### config.mk
export PLATFORM = sky130hd
export DESIGN_NAME = hsl_to_rgb_converter_unit
export DESIGN_NICKNAME = d
export VERILOG_FILES = /design/src/rtl/hslrgb_pkg.sv /design/src/rtl/hslrgb_div.sv /design/src/rtl/hsl_to_rgb_converter_unit.sv
export SDC_FILE = /design/constraint.sdc
export NUM_CORES = 1
export LEC_CHECK = 0
export BUFFER_PORTS_ARGS = -buffer_cell sky130_fd_sc_hd__buf_2
export CORE_MARGIN = 1.5
export CORE_UTILIZATION = 45
export DETAILED_ROUTE_END_ITERATION = 6
export PLACE_DENSITY = 0.6
export SYNTH_ARGS = -nofsm -noshare
export SYNTH_HDL_FRONTEND = slang
export SYNTH_SLANG_ARGS = --single-unit
### constraint.sdc
create_clock -name clk -period 10.7 [get_ports clk]
set_input_delay 1.605 -clock clk [delete_from_list [all_inputs] [get_ports clk]]
set_output_delay 1.605 -clock clk [all_outputs]
set_load 0.02 [all_outputs]
### src/rtl/hslrgb_pkg.sv
`timescale 1ns / 1ps

package hslrgb_pkg;

  // Default fractional bits of saturation, lightness and the colour channels
  localparam int FRACTION_BITS = 12;

  // Field widths
  localparam int HUE_W  = 15;
  localparam int CH_W   = 13;
  localparam int FRAC_W = 12;   // offset of hue inside one 60 degree sector

  // Hue in 1/64 degree units
  localparam logic [HUE_W-1:0] HUE_SECTOR = 15'd3840;
  localparam logic [HUE_W-1:0] HUE_FULL   = 15'd23040;

  // 3840 = 15 << 8: divide by 15 through a reciprocal after a shift of 8
  localparam int              DIV_SHIFT   = 8;
  localparam int              DIV_ODD     = 15;
  localparam int              RECIP_W     = 21;
  localparam int              RECIP_SHIFT = 24;
  localparam logic [RECIP_W-1:0] RECIP    = 21'd1118481;  // floor(2^24 / 15)

  typedef enum logic [2:0] {
    SECT_0 = 3'd0,
    SECT_1 = 3'd1,
    SECT_2 = 3'd2,
    SECT_3 = 3'd3,
    SECT_4 = 3'd4,
    SECT_5 = 3'd5
  } sector_t;

  typedef struct packed {
    logic [HUE_W-1:0] hue;
    logic [CH_W-1:0]  saturation;
    logic [CH_W-1:0]  lightness;
  } hsl_t;

  typedef struct packed {
    logic [CH_W-1:0] red;
    logic [CH_W-1:0] green;
    logic [CH_W-1:0] blue;
  } rgb_t;

endpackage

### src/rtl/hslrgb_div.sv
`timescale 1ns / 1ps

// Two-stage divide by one hue sector (3840): shift, reciprocal multiply,
// then one correction step.
module hslrgb_div #(
  parameter int FRACTION_BITS = hslrgb_pkg::FRACTION_BITS
) (
  input  logic                                     clk,
  input  logic                                     en,
  input  logic [FRACTION_BITS+hslrgb_pkg::FRAC_W:0] prod_i,
  output logic [FRACTION_BITS:0]                   quot_o
);

  localparam int VW = FRACTION_BITS + 1;
  localparam int QW = VW + hslrgb_pkg::FRAC_W - hslrgb_pkg::DIV_SHIFT;
  localparam int MW = QW + hslrgb_pkg::RECIP_W;
  localparam int EW = QW + 4;

  logic [QW-1:0] q;
  logic [MW-1:0] mul;
  logic [QW-1:0] q_r, q_nxt;
  logic [QW-1:0] est_r, est_nxt;
  logic [EW-1:0] est15;
  logic [EW-1:0] rem;
  logic          fix;
  logic [VW-1:0] quot_r, quot_nxt;

  always_comb begin
    q       = QW'(prod_i >> hslrgb_pkg::DIV_SHIFT);
    mul     = MW'(q) * MW'(hslrgb_pkg::RECIP);
    q_nxt   = q;
    est_nxt = QW'(mul >> hslrgb_pkg::RECIP_SHIFT);
  end

  // estimate is low by at most one
  always_comb begin
    est15    = EW'(est_r) * EW'(hslrgb_pkg::DIV_ODD);
    rem      = EW'(q_r) - est15;
    fix      = (rem >= EW'(hslrgb_pkg::DIV_ODD));
    quot_nxt = VW'(est_r + QW'(fix));
  end

  always_ff @(posedge clk) begin
    if (en) begin
      q_r    <= q_nxt;
      est_r  <= est_nxt;
      quot_r <= quot_nxt;
    end
  end

  assign quot_o = quot_r;

endmodule

### src/rtl/hsl_to_rgb_converter_unit.sv
`timescale 1ns / 1ps

// Channel | Direction | Handshake          | Payload
// in_     | input     | in_valid/in_stall  | hslrgb_pkg::hsl_t (hue, saturation, lightness)
// out_    | output    | out_valid/out_stall| hslrgb_pkg::rgb_t (red, green, blue)
//
// Six register stages; one pixel per clock while the output is not stalled.
// Throughput is set by the single shared pipeline enable: all stages move together.
// Reset (rst_n low, synchronous) clears the stage valid bits only.
// A stall on the output holds every stage; in_stall rises only while a
// result sits on the output and is being held off.
module hsl_to_rgb_converter_unit #(
  parameter int FRACTION_BITS = hslrgb_pkg::FRACTION_BITS
) (
  input  logic             clk,
  input  logic             rst_n,
  input  logic             in_valid,
  output logic             in_stall,
  input  hslrgb_pkg::hsl_t in_data,
  output logic             out_valid,
  input  logic             out_stall,
  output hslrgb_pkg::rgb_t out_data
);

  localparam int VW = FRACTION_BITS + 1;   // holds 0..ONE
  localparam int CW = (VW > hslrgb_pkg::CH_W) ? VW : hslrgb_pkg::CH_W;
  localparam int PW = VW + hslrgb_pkg::FRAC_W;
  localparam int HW = hslrgb_pkg::HUE_W;
  localparam int FW = hslrgb_pkg::FRAC_W;
  localparam logic [CW-1:0] ONE_C = CW'(1) << FRACTION_BITS;
  localparam logic [VW:0]   ONE_T = (VW + 1)'(1) << FRACTION_BITS;
  localparam logic [VW-1:0] ONE_V = VW'(1) << FRACTION_BITS;

  // Pipeline control: every stage advances together unless a finished
  // result is held on the output.
  logic       en;
  logic [5:0] vld_r, vld_nxt;

  assign en       = !(vld_r[5] && out_stall);
  assign in_stall = !en;

  always_comb begin
    vld_nxt = {vld_r[4:0], in_valid};
  end

  always_ff @(posedge clk) begin
    if (!rst_n) begin
      vld_r <= '0;
    end else if (en) begin
      vld_r <= vld_nxt;
    end
  end

  // Stage 1: input clamps, sector, and 1 - |2l - 1|
  logic [HW-1:0]       hue_s;
  logic [CW-1:0]       sat_e, lig_e;
  logic [VW-1:0]       sat_s, lig_s;
  logic [VW:0]         two_l, l_dev;
  hslrgb_pkg::sector_t sect;

  logic [HW-1:0]       s1_hue_r, s1_hue_nxt;
  hslrgb_pkg::sector_t s1_sector_r, s1_sector_nxt;
  logic [VW-1:0]       s1_sat_r, s1_sat_nxt;
  logic [VW-1:0]       s1_lig_r, s1_lig_nxt;
  logic [VW-1:0]       s1_omt_r, s1_omt_nxt;

  always_comb begin
    hue_s = (in_data.hue > hslrgb_pkg::HUE_FULL) ? hslrgb_pkg::HUE_FULL : in_data.hue;
    sat_e = CW'(in_data.saturation);
    lig_e = CW'(in_data.lightness);
    sat_s = VW'((sat_e > ONE_C) ? ONE_C : sat_e);
    lig_s = VW'((lig_e > ONE_C) ? ONE_C : lig_e);
    two_l = {lig_s, 1'b0};
    l_dev = (two_l >= ONE_T) ? (two_l - ONE_T) : (ONE_T - two_l);

    // hue of exactly 360 degrees falls in the last sector
    if (hue_s >= HW'(5 * hslrgb_pkg::HUE_SECTOR)) begin
      sect = hslrgb_pkg::SECT_5;
    end else if (hue_s >= HW'(4 * hslrgb_pkg::HUE_SECTOR)) begin
      sect = hslrgb_pkg::SECT_4;
    end else if (hue_s >= HW'(3 * hslrgb_pkg::HUE_SECTOR)) begin
      sect = hslrgb_pkg::SECT_3;
    end else if (hue_s >= HW'(2 * hslrgb_pkg::HUE_SECTOR)) begin
      sect = hslrgb_pkg::SECT_2;
    end else if (hue_s >= hslrgb_pkg::HUE_SECTOR) begin
      sect = hslrgb_pkg::SECT_1;
    end else begin
      sect = hslrgb_pkg::SECT_0;
    end

    s1_hue_nxt    = hue_s;
    s1_sector_nxt = sect;
    s1_sat_nxt    = sat_s;
    s1_lig_nxt    = lig_s;
    s1_omt_nxt    = VW'(ONE_T - l_dev);
  end

  // Stage 2: chroma product, offset inside the sector
  logic [2*VW-1:0]     cprod;
  logic [HW-1:0]       base;
  logic [FW-1:0]       frac;

  logic [VW-1:0]       s2_c_r, s2_c_nxt;
  logic [FW-1:0]       s2_k_r, s2_k_nxt;
  hslrgb_pkg::sector_t s2_sector_r;
  logic [VW-1:0]       s2_lig_r;

  always_comb begin
    cprod = (2 * VW)'(s1_omt_r) * (2 * VW)'(s1_sat_r);
    unique case (s1_sector_r)
      hslrgb_pkg::SECT_0: base = '0;
      hslrgb_pkg::SECT_1: base = hslrgb_pkg::HUE_SECTOR;
      hslrgb_pkg::SECT_2: base = HW'(2 * hslrgb_pkg::HUE_SECTOR);
      hslrgb_pkg::SECT_3: base = HW'(3 * hslrgb_pkg::HUE_SECTOR);
      hslrgb_pkg::SECT_4: base = HW'(4 * hslrgb_pkg::HUE_SECTOR);
      hslrgb_pkg::SECT_5: base = HW'(5 * hslrgb_pkg::HUE_SECTOR);
      default:            base = '0;
    endcase
    frac     = FW'(s1_hue_r - base);
    s2_c_nxt = VW'(cprod >> FRACTION_BITS);
    // falling edge of x on odd sectors
    case (s1_sector_r) inside
      hslrgb_pkg::SECT_1, hslrgb_pkg::SECT_3, hslrgb_pkg::SECT_5:
        s2_k_nxt = FW'(hslrgb_pkg::HUE_SECTOR) - frac;
      default:
        s2_k_nxt = frac;
    endcase
  end

  // Stage 3: c * k and the offset m
  logic [VW-1:0]       c_half;
  logic [PW-1:0]       s3_prod_r, s3_prod_nxt;
  logic [VW-1:0]       s3_m_r, s3_m_nxt;
  logic [VW-1:0]       s3_c_r;
  hslrgb_pkg::sector_t s3_sector_r;

  always_comb begin
    c_half      = s2_c_r >> 1;
    s3_prod_nxt = PW'(s2_c_r) * PW'(s2_k_r);
    s3_m_nxt    = (s2_lig_r >= c_half) ? (s2_lig_r - c_half) : '0;
  end

  // Stages 4 and 5: x = c * k / 3840
  logic [VW-1:0] s5_x;

  hslrgb_div #(
    .FRACTION_BITS(FRACTION_BITS)
  ) u_div (
    .clk    (clk),
    .en     (en),
    .prod_i (s3_prod_r),
    .quot_o (s5_x)
  );

  logic [VW-1:0]       s4_c_r, s4_m_r, s5_c_r, s5_m_r;
  hslrgb_pkg::sector_t s4_sector_r, s5_sector_r;

  // Stage 6: place c and x, add m, clamp to one
  logic [VW-1:0]    r_v, g_v, b_v;
  logic [VW:0]      r_sum, g_sum, b_sum;
  hslrgb_pkg::rgb_t out_r, out_nxt;

  always_comb begin
    r_v = '0;
    g_v = '0;
    b_v = '0;
    unique case (s5_sector_r)
      hslrgb_pkg::SECT_0: begin r_v = s5_c_r; g_v = s5_x;   end
      hslrgb_pkg::SECT_1: begin r_v = s5_x;   g_v = s5_c_r; end
      hslrgb_pkg::SECT_2: begin g_v = s5_c_r; b_v = s5_x;   end
      hslrgb_pkg::SECT_3: begin g_v = s5_x;   b_v = s5_c_r; end
      hslrgb_pkg::SECT_4: begin r_v = s5_x;   b_v = s5_c_r; end
      default:            begin r_v = s5_c_r; b_v = s5_x;   end
    endcase
    r_sum = (VW + 1)'(r_v) + (VW + 1)'(s5_m_r);
    g_sum = (VW + 1)'(g_v) + (VW + 1)'(s5_m_r);
    b_sum = (VW + 1)'(b_v) + (VW + 1)'(s5_m_r);
    // clamp is a guard only; above 12 fractional bits the field wraps
    out_nxt.red   = hslrgb_pkg::CH_W'((r_sum > ONE_T) ? ONE_V : VW'(r_sum));
    out_nxt.green = hslrgb_pkg::CH_W'((g_sum > ONE_T) ? ONE_V : VW'(g_sum));
    out_nxt.blue  = hslrgb_pkg::CH_W'((b_sum > ONE_T) ? ONE_V : VW'(b_sum));
  end

  // Datapath registers, no reset
  always_ff @(posedge clk) begin
    if (en) begin
      s1_hue_r    <= s1_hue_nxt;
      s1_sector_r <= s1_sector_nxt;
      s1_sat_r    <= s1_sat_nxt;
      s1_lig_r    <= s1_lig_nxt;
      s1_omt_r    <= s1_omt_nxt;

      s2_c_r      <= s2_c_nxt;
      s2_k_r      <= s2_k_nxt;
      s2_sector_r <= s1_sector_r;
      s2_lig_r    <= s1_lig_r;

      s3_prod_r   <= s3_prod_nxt;
      s3_m_r      <= s3_m_nxt;
      s3_c_r      <= s2_c_r;
      s3_sector_r <= s2_sector_r;

      s4_c_r      <= s3_c_r;
      s4_m_r      <= s3_m_r;
      s4_sector_r <= s3_sector_r;

      s5_c_r      <= s4_c_r;
      s5_m_r      <= s4_m_r;
      s5_sector_r <= s4_sector_r;

      out_r       <= out_nxt;
    end
  end

  assign out_valid = vld_r[5];
  assign out_data  = out_r;

  // Checks
  a_accept_enters : assert property (@(posedge clk) disable iff (!rst_n)
    (in_valid && !in_stall) |=> vld_r[0])
    else $error("accepted transfer not in first stage");

  a_stall_cause : assert property (@(posedge clk) disable iff (!rst_n)
    in_stall |-> (out_valid && out_stall))
    else $error("input stalled without a held result");

  a_hold_valids : assert property (@(posedge clk) disable iff (!rst_n)
    !en |=> $stable(vld_r))
    else $error("stage valids moved during stall");

  a_x_below_c : assert property (@(posedge clk) disable iff (!rst_n)
    vld_r[4] |-> (s5_x <= s5_c_r))
    else $error("sector divide result exceeds chroma");

endmodule

==> key figures, run 1 <==
Floorplan
  • # rows: between 80 and 90
  • Chip width: 248 µm
  • Die Height: 248 µm
  • # IOs: between 80 and 90
  • Initial Utilization: 0.457
  • Core area: approximately 59,000 µm²
  • Area of the die: approximately 62,000 µm²

STA
  • Worst rel slew slack: 0.168
  • Final setup fails: 0
  • Achievable Freq: ~150 MHz
  • Fin crit period: about 6.9 ns
  • Clock Skews: approximately 0.02 ns
  • RSZ-0062 raised after global routing: false
  • Final period utilization: 0.642
  • Fin. max-slew vios: 0
  • Worst-Margin Slew: 1.24 ns
  • Hold Fails Final Rpt: 0
  • Final setup TNS: 0 ns

Logic synthesis
  • Most common cell in the netlist: inv_1
  • Top_reg_cell synth: edfxtp_1
  • YS warnings: 0
  • Seq/Total Area, Yosys: 0.315
  • Post-synth cell types: between 70 and 80
  • Post-Synthesis Cells: around 2,600
  • Synth cell count leaders: inv_1, nand2_1, ha_1, edfxtp_1, fa_1
  • Async set-reset flop share out of synthesis: 0
  • Syn Std Cell Area: approximately 27,000 µm²
  • Number of synthesized flops with an enable pin: between 200 and 300
  • Ranking of synthesized cells by area: edfxtp_1, fa_1, ha_1
  • Avg Cell Area, Syn: 10.3 µm²
  • Share of the synthesized area in the top cell type: 0.311
  • Synth area leader: edfxtp_1
  • Synthesized Nets: around 3,300
  • Synth Register Bits: 286

Global route
  • GR Layer Usage met2: 0.332
  • Met3 Use GR: 0.0268
  • GRT overflow: 0
  • Initial antenna violation count: 1
  • Total track usage: 0.194
  • Largest net degree at the start of global routing: 180
  • Vias in the first global route: ~19,000
  • Global routing's busiest layer: met2
  • First-pass GRT wire length: roughly 96,000 µm
  • Met1 Resource Use GR: 0.258

Clocking
  • Clk Latency, worst-skew pair: around 0.57 ns
  • Clock Tree Buf Depth: 3
  • CTS tree: built
  • Post-cts hold buffer count: 0
  • Htree depth: 2
  • Cts repair resizes: 0
  • Post-CTS setup buffer count: 0
  • CTS Sinks: 286
  • Root buf cell: clkbuf_16
  • Clock-pin slew on the worst setup and hold paths: approximately 0.060 ns
  • Num CTS Buffers: 34

Hold path
  • Hold WC Path Type: reg -> reg
  • Min-Delay Path Depth: 0
  • Hold EP: s5_c_r[2]$_DFFE_PN_
  • Beginning of the worst hold path: s4_c_r[2]$_DFFE_PN_

Worst setup path
  • Setup CP Type: reg -> reg
  • Critical Path RT: between 10 and 15 ns
  • CP most frequent cell: ha_1
  • R2r setup slk: ~3.8 ns
  • Worst r2r src: u_div.est_r[3]$_DFFE_PN_
  • Startpoint types: flip-flop
  • Critical Path AT: 7.17 ns
  • Critical path buffers and inverters: 2
  • R2R Path End: u_div.quot_o[12]$_DFFE_PN_
  • Worst setup EP type: flip-flop
  • CP max stage cell: or4_1
  • CP Max Fanout: 6
  • Worst path max stage delay: ~0.6 ns
  • Reg2Reg Depth: 28
  • Top cell family by delay on the critical path: simple AND/OR/NAND/NOR gates

Finish
  • Nets: roughly 3,300
  • FILL cells: between 5,000 and 6,000
  • Area of the multi-input gates: about 17,000 µm²
  • Area added between synthesis and finish: 8.24%
  • FF/Latch Area: 8530 µm²
  • Layout cells sized above 1: 0.0629
  • ANT cells: 0

Placed design
  • Buffers on Ports: between 80 and 90
  • RePlAce Congestion: between 0.8 and 0.9
  • Post-DP HPWL: approximately 44,000 µm

Flow run
  • Number of max-cap violations: 0

Detailed routing
  • Routed wire length per instance: ~17 µm
  • Drt pass-1 iters: 7
  • Vias per cell: roughly 5.3
  • Post-DRT Antenna Nets: 0
  • Final WL: around 58,000 µm
  • Via count: approximately 18,000
  • Residual DRC count: 7
  • Initial DRC count: between 900 and 1,000

Outcome
  • Status: finished with violations
  • Failing checks: design-rule violations
[cells in the final DEF (no fill, tap or decap), types with 6 or more instances in the layout]
cell type  instances
inv_1            389
nand2_1          338
ha_1             312
edfxtp_1         280
fa_1             270
nor2_1           136
and2_1           121
a21oi_1           90
xnor2_1           85
buf_2             85
xor2_1            49
o21ai_0           46
nor3_1            36
nor2b_1           35
clkbuf_16         34
o21ai_1           31
a22o_1            30
a21o_1            28
nand3_1           21
nand2b_1          19
o21a_1            18
nand4_1           16
a31oi_1           15
o21bai_1          14
and3_1            13
a211oi_1          13
mux2i_1           11
mux2_2            11
or3_1             10
clkinv_1           8
a21boi_0           8
clkinv_2           7
o31ai_1            6
nor4_1             6
dfxtp_1            6
[per-stage QoR]
step | std cells | hold WS, ns | instance area (µm²) | setup slack [ns] | util
final | 3474 | 0.409 | 29300 | 3.83 | 0.495
after global routing | 3474 | 0.410 | 29300 | 3.32 | 0.495
after CTS | 3474 | 0.409 | 29300 | 3.83 | 0.495
after detailed placement | 3415 | 0.405 | 28200 | 3.85 | 0.476
after global placement | 3415 | 0.401 | 28200 | 3.92 | 0.476
after floorplan | 2635 | 0.400 | 27100 | 3.12 | -
[area by class of cell]
| type | count | share of cell area |
|---|---|---|
| Inverter | 392 | 0.0502 |
| Sequential cell | 286 | 0.291 |
| Clock buffer | 36 | 0.0293 |
| Tap cell | 773 | 0.0330 |
| Multi-Input combinational cell | 1873 | 0.572 |
| Clock inverter | 23 | 0.00764 |
| Timing Repair Buffer | 91 | 0.0165 |
[cells by family (layout without fill, tap and decap cells)]
| kind of cell | after synthesis | in the layout | synth area share |
|---|---|---|---|
| adder cells (fa/ha/maj) | 583 | 583 | 0.344 |
| AND/OR/NAND/NOR | 776 | 776 | 0.135 |
| AO/OA/AOI/OAI | 358 | 358 | 0.0874 |
| XOR/XNOR | 134 | 134 | 0.0434 |
| flip-flops | 286 | 286 | 0.315 |
| multiplexers | 22 | 22 | 0.00864 |
| buffers and inverters | 476 | 542 | 0.0661 |
[worst max-delay path by stage]
stage	cells past startpoint	slack, ns	startpoint	endpoint
2_1_floorplan	2	3.12	out_stall	in_stall
6_report	28	3.83	u_div.est_r[3]$_DFFE_PN_	u_div.quot_o[12]$_DFFE_PN_
4_1_cts	28	3.83	u_div.est_r[3]$_DFFE_PN_	u_div.quot_o[12]$_DFFE_PN_
3_5_place_dp	28	3.85	u_div.est_r[3]$_DFFE_PN_	u_div.quot_o[12]$_DFFE_PN_
3_3_place_gp	29	3.92	u_div.est_r[3]$_DFFE_PN_	u_div.quot_o[12]$_DFFE_PN_
5_1_grt	29	3.32	u_div.est_r[3]$_DFFE_PN_	u_div.quot_o[12]$_DFFE_PN_
[flip-flops by register name, summed over array words and instances (netlist names), 14 cells and up]
signal,cells
out_data,39
s3_prod_r,17
u_div.est_r,14
u_div.q_r,17
[per-layer routing]
layer  vias up  wire (µm)  part of all wire
met3        83       2190             0.038
met4         0       1230             0.021
met1      9099      25800              0.45
met2       349      28500              0.49
li1       8833          -                 -
met5         -          0                 0
Power of run 1 is not shown: default switching activity piles up to over one toggle a cycle in this logic, so the estimate is an artifact.
==> run 2: changes to the inputs <==
--- a/config.mk
+++ b/config.mk
@@ -5,11 +5,12 @@
 export SDC_FILE = /design/constraint.sdc
 export NUM_CORES = 1
 export LEC_CHECK = 0
+export ABC_AREA = 1
 export BUFFER_PORTS_ARGS = -buffer_cell sky130_fd_sc_hd__buf_2
 export CORE_MARGIN = 1.5
 export CORE_UTILIZATION = 45
 export DETAILED_ROUTE_END_ITERATION = 6
-export PLACE_DENSITY = 0.6
+export PLACE_DENSITY = 0.62
 export SYNTH_ARGS = -nofsm -noshare
 export SYNTH_HDL_FRONTEND = slang
 export SYNTH_SLANG_ARGS = --single-unit
==> constraint.sdc (replaced) <==
create_clock -name clk -period 6.1 [get_ports clk]
set_input_delay 0.915 -clock clk [delete_from_list [all_inputs] [get_ports clk]]
set_output_delay 0.915 -clock clk [all_outputs]
set_load 0.02 [all_outputs]
==> run 2 against run 1 <==
Effect of this change: the run now ends clean; critical path type unchanged; sequential cell count is the same; clock-buffer cell count shrank 5; core utilization shrank 0.10 points; global-route usage shrank 0.23 points; design area grew 6.3%; routed wire length grew 6.5%; worst setup slack lost 3.3 ns.
==> key figures, run 2 <==
Hold path
  • Hold WC Path Type: reg -> reg
  • Min-Delay Path Depth: 0 (unchanged)

Finish
  • Largest register FFs: 39 (unchanged)
  • Layout cells sized above 1: 0.0607 (-0.00223)
  • Most frequent cells in the layout: inv_1, nand2_1, ha_1, edfxtp_1, fa_1
  • ANT cells: 0 (unchanged)
  • Nets: 3,946 (+19%)
  • Most common cell after layout, fill and taps aside: inv_1
  • Area added between synthesis and finish: 8.42%

Floorplan
  • Initial Utilization: 0.455 (-0.00170)
  • Core area: 63,100 µm² (+6.5%)
  • Die Height: 256 µm (+3.0%)
  • Area of the die: 65,300 µm² (+6.0%)
  • # IOs: 86 (unchanged)
  • # rows: 92 (+3.4%)
  • Chip width: 256 µm (+3.0%)

Logic synthesis
  • Synth cell count leaders: inv_1, nand2_1, ha_1, edfxtp_1, fa_1
  • Post-synth cell types: 56 (-27%)
  • Post-synthesis xor/xnor area fraction: 0.0430 (-0.000395)
  • Synth Register Bits: 286 (unchanged)
  • Number of synthesized flops with an enable pin: 280 (unchanged)
  • Synth area leader: edfxtp_1
  • Adder-cell area share of the yosys netlist: 0.324 (-0.0201)
  • Syn Std Cell Area: 28,700 µm² (+6.1%)
  • Async set-reset flop share out of synthesis: 0 (unchanged)
  • Avg Cell Area, Syn: 8.83 µm² (-14%)
  • Post-synthesis mux area share: 0 (-0.00864)
  • Post-Synthesis Cells: 3,253 (+23%)
  • Most common cell in the netlist: inv_1
  • Synthesized Nets: 3,880 (+19%)
  • Top_reg_cell synth: edfxtp_1
  • YS warnings: 0 (unchanged)
  • Share of the synthesized area in the top cell type: 0.293 (-0.0178)
  • Seq/Total Area, Yosys: 0.297 (-0.0181)
  • Synth Area in Compound Gates: 0.0754 (-0.0120)
  • Ranking of synthesized cells by area: edfxtp_1, fa_1, ha_1
  • Largest family of logic cells by synthesized area: adder cells
  • Post-Synth Simple-Gate Area: 0.155 (+0.0202)

STA
  • Achievable Freq: 181 MHz (+24%)
  • RSZ-0062 raised after global routing: false
  • Final period utilization: 0.907 (+0.265)
  • Hold Fails Final Rpt: 0 (unchanged)
  • Fin. max-slew vios: 0 (unchanged)
  • Final setup fails: 0 (unchanged)
  • Fin crit period: 5.53 ns (-1.34 ns)
  • Final setup TNS: 0 ns (unchanged)
  • Clock Skews: 0.0182 ns (-0.00213 ns)
  • Worst-Margin Slew: 1.05 ns (-0.191 ns)
  • Worst rel slew slack: 0.301 (+0.133)

Detailed routing
  • Initial DRC count: 1,124 (+24%)
  • Vias per cell: 4.95 (-6.4%)
  • Residual DRC count: 0 (-7)
  • Post-DRT Antenna Nets: 0 (unchanged)
  • Final WL: 61,400 µm (+6.5%)
  • Drt pass-1 iters: 5 (-2)
  • Via count: 20,700 (+13%)
  • Routed wire length per instance: 14.7 µm (-12%)

Worst setup path
  • Startpoint types: flip-flop
  • Top cell family by delay on the critical path: adder cells
  • Critical Path AT: 5.87 ns (-1.30 ns)
  • Worst setup EP type: flip-flop
  • CP most frequent cell: inv_1
  • Critical Path RT: 6.44 ns (-4.56 ns)
  • Critical path buffers and inverters: 6 (+4)
  • CP Max Fanout: 5 (-1)
  • Worst path max stage delay: 0.51 ns (-0.09 ns)
  • Setup CP Type: reg -> reg
  • CP max stage cell: fa_1
  • Critical path depth: 29 (+3.6%)
  • Reg2Reg Depth: 29 (+3.6%)

Clocking
  • CTS Sinks: 286 (unchanged)
  • Clock-pin slew on the worst setup and hold paths: 0.06 ns (about the same)
  • Clock Tree Buf Depth: 3 (unchanged)
  • CTS tree: built
  • Root buf cell: clkbuf_16
  • Num CTS Buffers: 31 (-8.8%)
  • Post-cts hold buffer count: 0 (unchanged)
  • Clk Latency, worst-skew pair: 0.60 ns (+0.03 ns)
  • Htree depth: 1 (-1)

Placed design
  • RePlAce Congestion: 0.936 (+6.6%)
  • Buffers on Ports: 85 (unchanged)
  • Post-DP HPWL: 49,900 µm (+13%)

Global route
  • First-pass GRT wire length: 104,000 µm (+8.4%)
  • Vias in the first global route: 20,900 (+11%)
  • Largest net degree at the start of global routing: 138 (-23%)
  • Total track usage: 0.192 (-0.00228)
  • GRT overflow: 0 (unchanged)
  • Initial antenna violation count: 0 (-1)

Outcome
  • Status: completed

Flow run
  • Number of max-cap violations: 0 (unchanged)
==> run 2: changes by cell type after synthesis, moves of 37 or more <==
cell     delta
nor2_1     +42
o21ai_0    +42
xor2_1     +55
o22ai_1    +37
and2_1    -121
inv_1     +331
xnor2_1    -50
nand2_1   +357
nand3_1    +83
a21oi_1    +59
==> run 2: layout make-up <==
class | instances | area, µm²
fillers | 6011 | 31900
multi-input cells | 2175 | 17200
well taps | 846 | 1060
clock buffers | 31 | 776
repair buffers | 102 | 553
flip-flops and latches | 286 | 8530
inverters | 723 | 2710
clock inverters | 27 | 320
==> run 2: layer usage <==
layer  vias to the layer above  global-route usage  routed length [µm]
li1                      10500                   -                   -
met1                      9824               0.269               29200
met2                       368               0.325               28900
met3                        74              0.0202                2240
met4                         0              0.0350                1050
met5                         -                   0                   0
==> run 2: cell families (layout without fill, tap and decap cells) <==
logic type	Yosys count	in the layout
and+or+nand+nor	1079	1079
buffers and inverters	792	883
adders and majority gates	582	582
AOI/OAI and AO/OA	374	374
DFF	286	286
xor gates and xnor gates	140	140
==> run 2: final timing paths <==
kind	start	to	slack, ns
worst max-delay path	u_div.est_r[2]$_DFFE_PN_	u_div.quot_o[12]$_DFFE_PN_	0.57
worst min-delay path	s3_m_r[11]$_SDFFCE_PN0N_	s4_m_r[11]$_DFFE_PN_	0.40
worst max register to register	u_div.est_r[2]$_DFFE_PN_	u_div.quot_o[12]$_DFFE_PN_	0.57
worst min register to register	s3_m_r[11]$_SDFFCE_PN0N_	s4_m_r[11]$_DFFE_PN_	0.40
==> run 2: per-stage QoR <==
step	worst slack [ns]	instance area, µm²	std cells	util	hold slack [ns]
after floorplan	1.06	28700	3253	-	0.400
after global placement	0.559	30000	4132	0.476	0.401
after detailed placement	0.497	30000	4132	0.476	0.405
after CTS	0.484	31100	4190	0.494	0.400
after global routing	0.000111	31100	4190	0.494	0.401
final	0.570	31100	4190	0.494	0.403
==> run 2: repair_timing <==
action	CTS	global route
resized for setup	0	2
setup buffers	0	0
endpoints found under the setup margin	0	2
Power of run 2 is left out for the same reason.
==> run 3: changes to the inputs <==
--- a/config.mk
+++ b/config.mk
@@ -8,9 +8,9 @@
 export ABC_AREA = 1
 export BUFFER_PORTS_ARGS = -buffer_cell sky130_fd_sc_hd__buf_2
 export CORE_MARGIN = 1.5
-export CORE_UTILIZATION = 45
+export CORE_UTILIZATION = 36
 export DETAILED_ROUTE_END_ITERATION = 6
-export PLACE_DENSITY = 0.62
+export PLACE_DENSITY = 0.52
 export SYNTH_ARGS = -nofsm -noshare
 export SYNTH_HDL_FRONTEND = slang
 export SYNTH_SLANG_ARGS = --single-unit
==> run 3 against run 2 <==
Effect of this change: via count grew 0.48%; sequential share of layout area shrank 0.31 points; design area is 1.1% higher; non-clock buffer count increased by 2; clock skew rose by 0.0027 ns; worst hold slack lost 0.0068 ns; critical endpoint unchanged.
==> key figures, run 3 (synthesized netlist as in run 2, its figures left out) <==
STA
  • RSZ-0062 raised after global routing: false
  • Hold Fails Final Rpt: 0 (unchanged)
  • Final setup fails: 0 (unchanged)
  • Achievable Freq: 179 MHz (-1.0%)
  • Worst rel slew slack: 0.398 (+0.0965)
  • Fin. max-slew vios: 0 (unchanged)
  • Final setup TNS: 0 ns (unchanged)
  • Final period utilization: 0.916 (+0.00946)
  • Final setup margin: 0.512 ns (-0.0577 ns)
  • Worst-Margin Slew: 0.903 ns (-0.145 ns)
  • Clock Skews: 0.0209 ns (+0.00272 ns)
  • Fin crit period: 5.59 ns (+0.0577 ns)

Global route
  • Total track usage: 0.160 (-0.0317)
  • First-pass GRT wire length: 106,000 µm (+2.4%)
  • Vias in the first global route: 20,700 (-0.71%)
  • Initial antenna violation count: 0 (unchanged)
  • Largest net degree at the start of global routing: 170 (+23%)
  • GRT overflow: 0 (unchanged)

Worst setup path
  • Critical Path RT: 6.40 ns (-0.04 ns)
  • Worst setup EP type: flip-flop
  • Startpoint types: flip-flop
  • CP Max Fanout: 5 (unchanged)
  • Worst path max stage delay: 0.51 ns (about the same)
  • Critical Path AT: 5.89 ns (+0.02 ns)
  • CP max stage cell: fa_1
  • CP most frequent cell: inv_1
  • Setup CP Type: reg -> reg

Detailed routing
  • Final WL: 64,000 µm (+4.2%)
  • Residual DRC count: 0 (unchanged)
  • Via count: 20,800 (+0.48%)
  • Drt pass-1 iters: 5 (unchanged)
  • Vias per cell: 4.74 (-4.3%)
  • Post-DRT Antenna Nets: 0 (unchanged)
  • Routed wire length per instance: 14.6 µm (-0.73%)
  • Initial DRC count: 974 (-13%)

Floorplan
  • Initial Utilization: 0.363 (-0.0917)
  • Chip width: 285 µm (+12%)
  • Area of the die: 81,500 µm² (+25%)
  • Die Height: 285 µm (+12%)
  • # rows: 103 (+12%)
  • # IOs: 86 (unchanged)
  • Core area: 79,000 µm² (+25%)

Finish
  • Final core utilization: 0.399 (-0.0950)
  • Layout cells sized above 1: 0.0615 (+0.000787)
  • Most common cell after layout, fill and taps aside: inv_1
  • Area added between synthesis and finish: 9.66%
  • Most frequent cells in the layout: inv_1, nand2_1, ha_1, edfxtp_1, fa_1
  • ANT cells: 0 (unchanged)
  • Nets: 3,952 (+0.15%)
  • FILL cells: 8,055 (+34%)
  • Largest register FFs: 39 (unchanged)

Clocking
  • Root buf cell: clkbuf_16
  • Post-cts hold buffer count: 0 (unchanged)
  • CTS Sinks: 286 (unchanged)
  • Num CTS Buffers: 35 (+13%)
  • Htree depth: 2 (+1)
  • Clock Tree Buf Depth: 3 (unchanged)
  • Clock-pin slew on the worst setup and hold paths: 0.06 ns (about the same)
  • Clk Latency, worst-skew pair: 0.57 ns (-0.03 ns)
  • CTS tree: built

Hold path
  • Hold WC Path Type: reg -> reg

Placed design
  • Post-DP HPWL: 51,400 µm (+3.1%)
  • RePlAce Congestion: 0.879 (-6.0%)
  • Pre-CTS WS: 0.412 ns (-0.0856 ns)
  • Buffers on Ports: 85 (unchanged)

Flow run
  • Number of max-cap violations: 0 (unchanged)

Outcome
  • Status: completed
## run 3: changes by cell type in the layout (fill, tap and decap cells not counted), sizes merged
| cell | previous run | this run |
|---|---|---|
| clkinv | 14 | 15 |
| inv | 725 | 726 |
| clkinvlp | 6 | 2 |
| bufinv | 5 | 4 |
| buf | 102 | 104 |
| clkbuf | 31 | 38 |
## run 3: area by class of cell
type | instances | area, µm² | share of cell area
timing repair buffer | 104 | 581 | 0.0184
inverter | 723 | 2710 | 0.0862
clock buffer | 38 | 887 | 0.0282
multi-input combinational | 2175 | 17200 | 0.546
clock inverter | 24 | 275 | 0.00874
tap | 1050 | 1310 | 0.0417
sequential | 286 | 8530 | 0.271
## run 3: worst max-delay path, delay by kind of cell (launching register included)
family | cells | cell delay [ns]
xor+xnor | 3 | 0.36
buf+inv | 6 | 0.52
flops | 1 | 0.45
compound gates | 9 | 1.40
simple gates | 6 | 0.65
fa+ha+maj | 5 | 1.95
## run 3: final timing paths
path	startpoint	to	slack, ns	cells after the start
worst max-delay path	u_div.est_r[5]$_DFFE_PN_	u_div.quot_o[12]$_DFFE_PN_	0.51	29
worst min-delay path	s4_c_r[10]$_DFFE_PN_	s5_c_r[10]$_DFFE_PN_	0.40	0
worst max register to register	u_div.est_r[5]$_DFFE_PN_	u_div.quot_o[12]$_DFFE_PN_	0.51	29
worst min register to register	s4_c_r[10]$_DFFE_PN_	s5_c_r[10]$_DFFE_PN_	0.40	0
## run 3: layer usage
layer | vias to the layer above | GRT usage | wire (µm)
li1 | 10500 | - | -
met1 | 9938 | 0.220 | 29900
met2 | 342 | 0.268 | 30600
met3 | 75 | 0.0214 | 2420
met4 | 0 | 0.0365 | 1130
met5 | - | 0 | 0
## run 3: repair_timing
item | CTS | global route
gates resized for setup | 0 | 3
setup buffers | 0 | 3
endpoints found under the setup margin | 0 | 3
hold endpoints to repair | 0 | 0
## run 3: through the flow
step	cell area [µm²]	hold WS, ns	instances
2_1_floorplan	28700	0.400	3253
3_3_place_gp	30300	0.401	4335
3_5_place_dp	30300	0.405	4335
4_1_cts	31500	0.398	4397
5_1_grt	31500	0.400	4400
6_report	31500	0.397	4400
Power of run 3 is left out for the same reason.
